<file path="src/rtl/core/hsvrgb_pkg.sv">
package hsvrgb_pkg;

	// Codes of the color_mode register.
	localparam logic [1:0] MODE_RAINBOW  = 2'd0;
	localparam logic [1:0] MODE_SPECTRUM = 2'd1;
	localparam logic [1:0] MODE_HEAT     = 2'd2;

	// Fixed scale factors; the _P1 ones are already incremented by one as the scaling multiply needs.
	localparam logic [8:0] RB_THIRD_P1 = 9'((256 / 3) + 1);
	localparam logic [8:0] RB_TWO_P1   = 9'(((256 * 2) / 3) + 1);
	localparam logic [8:0] SPEC_SPAN_P1 = 9'(191 + 1);
	localparam logic [7:0] HEAT_SPAN   = 8'd191;

	typedef enum logic [1:0] {
		KIND_RAINBOW,
		KIND_SPECTRUM,
		KIND_HEAT
	} kind_t;

	typedef struct packed {
		logic [7:0] hue;
		logic [7:0] saturation;
		logic [7:0] brightness_value;
	} hsv_t;

	typedef struct packed {
		logic [7:0] red;
		logic [7:0] green;
		logic [7:0] blue;
	} rgb_t;

	// One classified item as it waits between the front and the back.
	typedef struct packed {
		kind_t      kind;
		rgb_t       base;
		logic       sat_full;
		logic       sat_zero;
		logic [7:0] desat;
		logic [7:0] keep;
		logic       val_full;
		logic [7:0] val_sq;
		logic [7:0] spec_h;
		logic [7:0] floor_v;
		logic [7:0] amp;
		logic [7:0] heat_t;
	} entry_t;

endpackage

</file>
<file path="src/rtl/core/hsvrgb_front.sv">
module hsvrgb_front
	import hsvrgb_pkg::*;
(
	input  logic       push,
	input  logic       full,
	input  logic [1:0] mode,
	input  hsv_t       hsv,
	output logic       wr_en,
	output entry_t     entry
);

	logic [7:0]  off8;
	logic [16:0] prod_third;
	logic [16:0] prod_two;
	logic [7:0]  third;
	logic [7:0]  two;
	logic [7:0]  inv_sat;
	logic [15:0] desat_prod;
	logic [15:0] val_prod;
	logic [16:0] spec_prod;
	logic [15:0] floor_prod;
	logic [15:0] heat_prod;

	assign wr_en = push && !full;

	always_comb begin
		off8       = {hsv.hue[4:0], 3'b000};
		prod_third = 17'(off8) * 17'(RB_THIRD_P1);
		prod_two   = 17'(off8) * 17'(RB_TWO_P1);
		third      = prod_third[15:8];
		two        = prod_two[15:8];

		unique case (mode)
			MODE_RAINBOW:  entry.kind = KIND_RAINBOW;
			MODE_SPECTRUM: entry.kind = KIND_SPECTRUM;
			default:       entry.kind = KIND_HEAT;
		endcase

		// Eight hue sections with a moderate boost through yellow.
		unique case (hsv.hue[7:5])
			3'd0: entry.base = '{8'd255 - third, third, 8'd0};
			3'd1: entry.base = '{8'd171, 8'd85 + third, 8'd0};
			3'd2: entry.base = '{8'd171 - two, 8'd170 + third, 8'd0};
			3'd3: entry.base = '{8'd0, 8'd255 - third, third};
			3'd4: entry.base = '{8'd0, 8'd171 - two, 8'd85 + two};
			3'd5: entry.base = '{third, 8'd0, 8'd255 - third};
			3'd6: entry.base = '{8'd85 + third, 8'd0, 8'd171 - third};
			default: entry.base = '{8'd170 + third, 8'd0, 8'd85 - third};
		endcase

		inv_sat        = 8'hFF - hsv.saturation;
		desat_prod     = 16'(inv_sat) * 16'(inv_sat);
		entry.desat    = desat_prod[15:8] + {7'd0, inv_sat != 8'd0};
		entry.keep     = 8'hFF - entry.desat;
		entry.sat_full = hsv.saturation == 8'hFF;
		entry.sat_zero = hsv.saturation == 8'h00;

		val_prod       = 16'(hsv.brightness_value) * 16'(hsv.brightness_value);
		entry.val_sq   = val_prod[15:8] + {7'd0, hsv.brightness_value != 8'd0};
		entry.val_full = hsv.brightness_value == 8'hFF;

		spec_prod      = 17'(hsv.hue) * 17'(SPEC_SPAN_P1);
		entry.spec_h   = spec_prod[15:8];
		floor_prod     = 16'(hsv.brightness_value) * 16'(inv_sat);
		entry.floor_v  = floor_prod[15:8];
		entry.amp      = hsv.brightness_value - entry.floor_v;

		heat_prod      = 16'(hsv.hue) * 16'(HEAT_SPAN);
		entry.heat_t   = heat_prod[15:8] + {7'd0, hsv.hue != 8'd0};
	end

endmodule

</file>
<file path="src/rtl/core/hsvrgb_queue.sv">
module hsvrgb_queue
	import hsvrgb_pkg::*;
#(
	parameter int unsigned DEPTH = 2
) (
	input  logic   clk,
	input  logic   arst_n,
	input  logic   wr_en,
	input  entry_t wr_data,
	input  logic   rd_en,
	output entry_t rd_data,
	output logic   full,
	output logic   q_empty
);

	localparam int unsigned PTR_W = $clog2(DEPTH);
	localparam int unsigned CNT_W = $clog2(DEPTH + 1);

	entry_t             slots_q [DEPTH];
	logic [PTR_W-1:0]   wr_ptr_q;
	logic [PTR_W-1:0]   rd_ptr_q;
	logic [CNT_W-1:0]   count_q;

	assign full    = count_q == CNT_W'(DEPTH);
	assign q_empty = count_q == '0;
	assign rd_data = slots_q[rd_ptr_q];

	always_ff @(posedge clk or negedge arst_n) begin
		if (!arst_n) begin
			wr_ptr_q <= '0;
			rd_ptr_q <= '0;
			count_q  <= '0;
		end else begin
			if (wr_en) begin
				wr_ptr_q <= (wr_ptr_q == PTR_W'(DEPTH - 1)) ? '0 : wr_ptr_q + 1'b1;
			end
			if (rd_en) begin
				rd_ptr_q <= (rd_ptr_q == PTR_W'(DEPTH - 1)) ? '0 : rd_ptr_q + 1'b1;
			end
			if (wr_en && !rd_en) begin
				count_q <= count_q + 1'b1;
			end else if (rd_en && !wr_en) begin
				count_q <= count_q - 1'b1;
			end
		end
	end

	always_ff @(posedge clk) begin
		if (wr_en) begin
			slots_q[wr_ptr_q] <= wr_data;
		end
	end

	a_count_bound: assert property (@(posedge clk) disable iff (!arst_n)
		count_q <= CNT_W'(DEPTH))
		else $error("queue count beyond depth");

	a_empty_ptrs: assert property (@(posedge clk) disable iff (!arst_n)
		(count_q == '0) |-> (wr_ptr_q == rd_ptr_q))
		else $error("queue empty with pointers apart");

	a_count_up: assert property (@(posedge clk) disable iff (!arst_n)
		(wr_en && !rd_en) |=> (count_q == $past(count_q) + 1'b1))
		else $error("queue count missed a write");

endmodule

</file>
<file path="src/rtl/core/hsvrgb_back.sv">
module hsvrgb_back
	import hsvrgb_pkg::*;
(
	input  logic   clk,
	input  logic   arst_n,
	input  logic   q_empty,
	input  entry_t q_entry,
	output logic   q_pop,
	output logic   empty,
	input  logic   pop,
	output rgb_t   rgb
);

	logic       valid_s1;
	rgb_t       rgb_s1;
	logic       scale_s1;
	logic [7:0] val_sq_s1;
	logic       valid_s2;
	rgb_t       rgb_s2;

	logic        ready_s1;
	logic        ready_s2;
	logic [8:0]  keep_p1;
	logic [16:0] rb_prod_r;
	logic [16:0] rb_prod_g;
	logic [16:0] rb_prod_b;
	rgb_t        rb_rgb;
	logic [5:0]  up;
	logic [5:0]  down;
	logic [13:0] up_prod;
	logic [13:0] down_prod;
	logic [7:0]  up_f;
	logic [7:0]  down_f;
	logic [7:0]  ramp;
	rgb_t        next_s1;
	logic [8:0]  val_p1;
	logic [16:0] vs_prod_r;
	logic [16:0] vs_prod_g;
	logic [16:0] vs_prod_b;
	rgb_t        next_s2;

	assign ready_s2 = !valid_s2 || pop;
	assign ready_s1 = !valid_s1 || ready_s2;
	assign q_pop    = ready_s1 && !q_empty;
	assign empty    = !valid_s2;
	assign rgb      = rgb_s2;

	// First back stage: desaturation floor, spectrum ramps, heat ramp.
	always_comb begin
		keep_p1   = {1'b0, q_entry.keep} + 9'd1;
		rb_prod_r = 17'(q_entry.base.red) * 17'(keep_p1);
		rb_prod_g = 17'(q_entry.base.green) * 17'(keep_p1);
		rb_prod_b = 17'(q_entry.base.blue) * 17'(keep_p1);
		if (q_entry.sat_full) begin
			rb_rgb = q_entry.base;
		end else if (q_entry.sat_zero) begin
			rb_rgb = '{8'hFF, 8'hFF, 8'hFF};
		end else begin
			rb_rgb = '{rb_prod_r[15:8] + q_entry.desat, rb_prod_g[15:8] + q_entry.desat,
				rb_prod_b[15:8] + q_entry.desat};
		end

		up        = q_entry.spec_h[5:0];
		down      = 6'h3F - up;
		up_prod   = 14'(up) * 14'(q_entry.amp);
		down_prod = 14'(down) * 14'(q_entry.amp);
		up_f      = up_prod[13:6] + q_entry.floor_v;
		down_f    = down_prod[13:6] + q_entry.floor_v;

		ramp = {q_entry.heat_t[5:0], 2'b00};

		unique case (q_entry.kind)
			KIND_RAINBOW: next_s1 = rb_rgb;
			KIND_SPECTRUM: begin
				case (q_entry.spec_h[7:6])
					2'd0:    next_s1 = '{down_f, up_f, q_entry.floor_v};
					2'd1:    next_s1 = '{q_entry.floor_v, down_f, up_f};
					default: next_s1 = '{up_f, q_entry.floor_v, down_f};
				endcase
			end
			default: begin
				if (q_entry.heat_t[7]) begin
					next_s1 = '{8'hFF, 8'hFF, ramp};
				end else if (q_entry.heat_t[6]) begin
					next_s1 = '{8'hFF, ramp, 8'h00};
				end else begin
					next_s1 = '{ramp, 8'h00, 8'h00};
				end
			end
		endcase
	end

	// Second back stage: squared value scaling, used by rainbow items only.
	always_comb begin
		val_p1    = {1'b0, val_sq_s1} + 9'd1;
		vs_prod_r = 17'(rgb_s1.red) * 17'(val_p1);
		vs_prod_g = 17'(rgb_s1.green) * 17'(val_p1);
		vs_prod_b = 17'(rgb_s1.blue) * 17'(val_p1);
		if (!scale_s1) begin
			next_s2 = rgb_s1;
		end else if (val_sq_s1 == 8'd0) begin
			next_s2 = '{8'h00, 8'h00, 8'h00};
		end else begin
			next_s2 = '{vs_prod_r[15:8], vs_prod_g[15:8], vs_prod_b[15:8]};
		end
	end

	always_ff @(posedge clk or negedge arst_n) begin
		if (!arst_n) begin
			valid_s1 <= 1'b0;
			valid_s2 <= 1'b0;
		end else begin
			if (ready_s1) begin
				valid_s1 <= !q_empty;
			end
			if (ready_s2) begin
				valid_s2 <= valid_s1;
			end
		end
	end

	always_ff @(posedge clk) begin
		if (q_pop) begin
			rgb_s1    <= next_s1;
			scale_s1  <= (q_entry.kind == KIND_RAINBOW) && !q_entry.val_full;
			val_sq_s1 <= q_entry.val_sq;
		end
		if (ready_s2 && valid_s1) begin
			rgb_s2 <= next_s2;
		end
	end

	a_pop_loads: assert property (@(posedge clk) disable iff (!arst_n)
		q_pop |=> valid_s1)
		else $error("item taken from the queue did not reach the first stage");

endmodule

</file>
<file path="src/rtl/core/hsv_to_rgb_color_converter_core.sv">
// HSV to RGB color converter, 8 bits per channel.
// Input channel: an hsv item (hue, saturation, brightness_value) is taken at a
// rising edge with push high and full low. Result channel: while empty is low the
// oldest rgb item is on rgb and is taken at a rising edge with pop high.
// Configuration: cfg_data carries color_mode (rainbow, spectrum, heat; the unused
// code behaves as heat). It is written when cfg_valid and cfg_ready are high;
// cfg_ready is always high. The mode is sampled as each item enters.
// Throughput is one item per clock while the receiver keeps popping. An item taken
// in passes the queue, the first back stage and the output register: the front
// classifies and does the first multiplies on the way into the queue, then two back
// stages each do one row of multiplies before the output register.
// When the receiver stalls, the output register and first back stage hold their
// items, the queue between front and back fills, and full rises once its
// QUEUE_DEPTH entries are taken; up to QUEUE_DEPTH + 2 items are buffered.
// Reset clears the mode to rainbow and empties the queue and both back stages.
module hsv_to_rgb_color_converter_core
	import hsvrgb_pkg::*;
#(
	parameter int unsigned QUEUE_DEPTH = 2
) (
	input  logic       clk,
	input  logic       arst_n,
	input  logic       push,
	output logic       full,
	input  hsv_t       hsv,
	output logic       empty,
	input  logic       pop,
	output rgb_t       rgb,
	input  logic       cfg_valid,
	output logic       cfg_ready,
	input  logic [1:0] cfg_data
);

	logic [1:0] mode_q;
	logic       wr_en;
	entry_t     wr_entry;
	entry_t     rd_entry;
	logic       q_pop;
	logic       q_empty;

	assign cfg_ready = 1'b1;

	always_ff @(posedge clk or negedge arst_n) begin
		if (!arst_n) begin
			mode_q <= MODE_RAINBOW;
		end else if (cfg_valid && cfg_ready) begin
			mode_q <= cfg_data;
		end
	end

	hsvrgb_front u_front (
		.push  (push),
		.full  (full),
		.mode  (mode_q),
		.hsv   (hsv),
		.wr_en (wr_en),
		.entry (wr_entry)
	);

	hsvrgb_queue #(
		.DEPTH (QUEUE_DEPTH)
	) u_queue (
		.clk     (clk),
		.arst_n  (arst_n),
		.wr_en   (wr_en),
		.wr_data (wr_entry),
		.rd_en   (q_pop),
		.rd_data (rd_entry),
		.full    (full),
		.q_empty (q_empty)
	);

	hsvrgb_back u_back (
		.clk     (clk),
		.arst_n  (arst_n),
		.q_empty (q_empty),
		.q_entry (rd_entry),
		.q_pop   (q_pop),
		.empty   (empty),
		.pop     (pop),
		.rgb     (rgb)
	);

endmodule

</file>
<file path="config.mk">
export PLATFORM = sky130hd
export DESIGN_NAME = hsv_to_rgb_color_converter_core
export DESIGN_NICKNAME = d
export VERILOG_FILES = /design/src/rtl/core/hsvrgb_pkg.sv /design/src/rtl/core/hsvrgb_front.sv /design/src/rtl/core/hsvrgb_queue.sv /design/src/rtl/core/hsvrgb_back.sv /design/src/rtl/core/hsv_to_rgb_color_converter_core.sv
export SDC_FILE = /design/constraint.sdc
export NUM_CORES = 2
export LEC_CHECK = 0
export ABC_AREA = 1
export BUFFER_PORTS_ARGS = -buffer_cell sky130_fd_sc_hd__buf_2
export CAP_MARGIN = 25
export CELL_PAD_IN_SITES_DETAIL_PLACEMENT = 1
export CELL_PAD_IN_SITES_GLOBAL_PLACEMENT = 1
export CORE_ASPECT_RATIO = 0.6
export CORE_MARGIN = 8
export CORE_UTILIZATION = 49
export DETAILED_ROUTE_END_ITERATION = 7
export PLACE_DENSITY = 0.91
export SLEW_MARGIN = 20
export SYNTH_ARGS = -nofsm -noshare
export SYNTH_HDL_FRONTEND = slang
export SYNTH_HIERARCHICAL = 1
export SYNTH_SLANG_ARGS = --single-unit
</file>
<file path="constraint.sdc">
create_clock -name clk -period 9.8 [get_ports clk]
set_input_delay 1.96 -clock clk [delete_from_list [all_inputs] [get_ports clk]]
set_output_delay 1.96 -clock clk [all_outputs]
set_load 0.01 [all_outputs]
</file>
==> impl_metrics.yaml <==
run_status:
  status: "complete, no violations"
synth:
  yosysWarningCount: 6
  synth_area_um2: 37300
  ys_seq_elements: 235
  synth_edf_count: 227
  ys.flop_type: "edfxtp_1"
  synth_top_area_share_pct: 22.2
  netlist_instances: 4595
  synth_top_area_cell: "fa_1"
  synth_area_leaders: "fa_1, edfxtp_1, ha_1"
  ys_seq_area_share_pct: 18.8
  ys_async_sr_fraction_pct: 3.40
  synth_area_per_cell_um2: 8.11
  synth.distinct_cells: 69
  synth_fp_nets: 5478
drt:
  drc: 0
  ant_nets: 0
  wire_per_inst_um: 23.7
  dr.first_iter.drc_count: 3826
  drt_pass1_iterations: 5
  vias: 33300
  via_per_inst: 5.93
  wl_um: 133000
floorplanning:
  ios: 58
  row_count: 78
  core_area_um2: 75400
  die_area_um2: 85500
  die_h_um: 230
  initial_core_util_pct: 49.4
  die_w_um: 372
worst_setup_path:
  worstPathArrival_ns: 8.21
  worst-path-buf-inv: 5
  cp_top_family: "adder cells"
  cp_slowest_stage_delay_ns: 0.70
  startpoint_type: "flip-flop"
  crit_fanout: 22
  cp.required_ns: 10.15
  criticalPathCategory: "flip-flop to flip-flop"
  crit_slowest_cell: "nand2_1"
  cp_common_cell: "nand2_1"
  cp-end-kind: "flip-flop"
global_route:
  grt_usage_pct: 30.7
  grt_max_degree: 56
  grt_antenna_before_repair: 2
  grt_pass1_vias: 36500
  grt.overflow.total: 0
  grt_pass1_wl_um: 208000
sta:
  clock.fmax_mhz: 127
  rsz0062_at_grt: "no"
  hold_violations: 0
  setup_viol: 0
  tns_ns: 0
  worst_pin_slew_ns: 1.12
  skew_ns: 0.0504
  final_max_slew_viol_count: 0
  max_slew_margin_pct: 24.4
  period_share_pct: 80.2
  period_needed_ns: 7.86
finish:
  final_nets: 5479
  layout-drive-gt1-share_pct: 6.48
  syn2layout_area_growth_pct: 5.49
  n_antenna_cell: 0
  final_util_pct: 52.1
clock_tree:
  htreeDepth: 1
  cts.sinks: 235
  cts_setup_buffers: 0
  clock_path_buffers: 3
  cts_buffers: 26
  ctsHoldBuffers: 0
  cts_root_buffer: "clkbuf_16"
  cts_tree: "yes"
  cts-resized-gates: 0
  clk_latency_ns: 0.62
  cts.clk_slew.worst_paths_ns: 0.07
worst_hold_path:
  hold_path.class: "flip-flop to flip-flop"
run:
  cap_viol_max_count: 0
place:
  routabilityCongestion: 0.965
  hpwl_um: 105000
  io_buffers: 56
-- metrics by stage --
step	hold slack (ns)	std cells	worst slack, ns	instance area, µm²
after floorplan	0.442	4595	3.00	37300
after global placement	0.459	5567	2.42	38400
after detailed placement	0.467	5567	2.09	38400
after CTS	0.487	5614	2.12	39300
after global routing	0.514	5615	1.48	39300
final	0.480	5615	1.94	39300
-- worst register-to-register path, delay by kind of cell, from the launching register on --
| kind | cells | cell delay (ns) |
|---|---|---|
| adders and majority gates | 7 | 3.03 |
| and+or+nand+nor | 16 | 2.13 |
| AOI/OAI and AO/OA | 5 | 0.95 |
| DFF | 1 | 0.64 |
| muxes | 1 | 0.44 |
| buffers and inverters | 5 | 0.34 |
| xor gates and xnor gates | 1 | 0.09 |
-- cells in the final DEF (no fill, tap or decap), drive strengths merged, types with 7 or more instances in the layout --
master / n
mux2: 85
xor2: 83
o221ai: 9
o21ai: 106
nand4: 30
inv: 967
clkbuf: 29
a21oi: 207
a21o: 18
a211oi: 14
dfrtp: 8
edfxtp: 227
ha: 439
clkinv: 14
nand3: 219
nand2: 976
a22oi: 7
nand3b: 14
o31ai: 8
o21bai: 12
buf: 76
fa: 413
xnor2: 50
or2: 13
nor3: 20
nor2: 488
a221o: 8
o22ai: 18
-- cell families (layout without fill, tap and decap cells) --
| kind of cell | Yosys count | after routing | synth area share [%] |
|---|---|---|---|
| AND/OR/NAND/NOR | 1776 | 1776 | 19.8 |
| other | 2 | 2 | 0.0201 |
| multiplexers | 85 | 85 | 2.97 |
| buffers and inverters | 1073 | 1093 | 11.3 |
| flip-flops | 235 | 235 | 18.8 |
| AO/OA/AOI/OAI | 439 | 439 | 6.87 |
| adder cells (fa/ha/maj) | 852 | 852 | 36.9 |
| XOR/XNOR | 133 | 133 | 3.31 |
-- Yosys cell counts, types with 4 or more instances --
cell	count
nand2_1	947
clkbuf_1	64
nand3b_1	13
ha_1	439
nor2_2	12
a31oi_1	5
nor4_1	6
clkinv_1	5
o21ai_0	90
buf_4	5
nor2_1	475
o2111ai_1	6
a22oi_1	7
a221o_1	8
mux2_4	40
fa_1	413
o211ai_1	6
nand4_1	29
buf_2	20
a21o_1	18
buf_6	9
a21boi_0	5
o221ai_1	9
a21oi_1	205
nor3_1	17
nand2_4	7
o22ai_1	18
or2_2	9
a211oi_1	14
a221oi_1	4
o21ai_1	12
mux2_2	45
inv_1	948
buf_12	4
o21bai_1	12
inv_2	14
nand3_1	216
o31ai_1	8
dfrtp_1	8
nand2_2	22
xnor2_1	49
xor2_1	78
edfxtp_1	227
-- flip-flops by register name, indices dropped and copies added (netlist names), 2 cells and up --
register,cells
u_back/val_sq_s1,8
u_queue/slots_q,170
u_back/rgb_s1,24
u_back/rgb,24
u_queue/count_q,2
mode_q,2
-- cell type report --
cell class	count	area [µm²]
multi-input combinational	3287	26100
timing repair buffer	76	438
clock inverter	18	251
inverter	970	3650
clock buffer	29	662
tap	1000	1250
fill	9248	36100
sequential	235	7020
-- worst paths after layout --
check,from,endpoint,slack (ns),cells after the start
setup reg to reg,u_queue/rd_ptr_q,u_back/rgb_s1[23],1.94,35
hold / removal,mode_q[0],mode_q[0],0.48,2
hold reg to reg,mode_q[0],mode_q[0],0.48,2
setup / recovery,u_queue/rd_ptr_q,u_back/rgb_s1[23],1.94,35
min in group asynchronous,arst_n,mode_q[1],1.27,1
max in group asynchronous,arst_n,u_queue/rd_ptr_q,8.14,1
-- layer usage --
| layer | vias up | GRT usage [%] | wire length (µm) |
|---|---|---|---|
| li1 | 14400 | - | - |
| met1 | 16500 | 42.3 | 55500 |
| met2 | 1931 | 47.1 | 57600 |
| met3 | 432 | 7.04 | 14600 |
| met4 | 4 | 11.2 | 5440 |
| met5 | - | 0 | 29 |
Power is not shown: default switching activity piles up to over one toggle a cycle in this logic, so the estimate is an artifact.
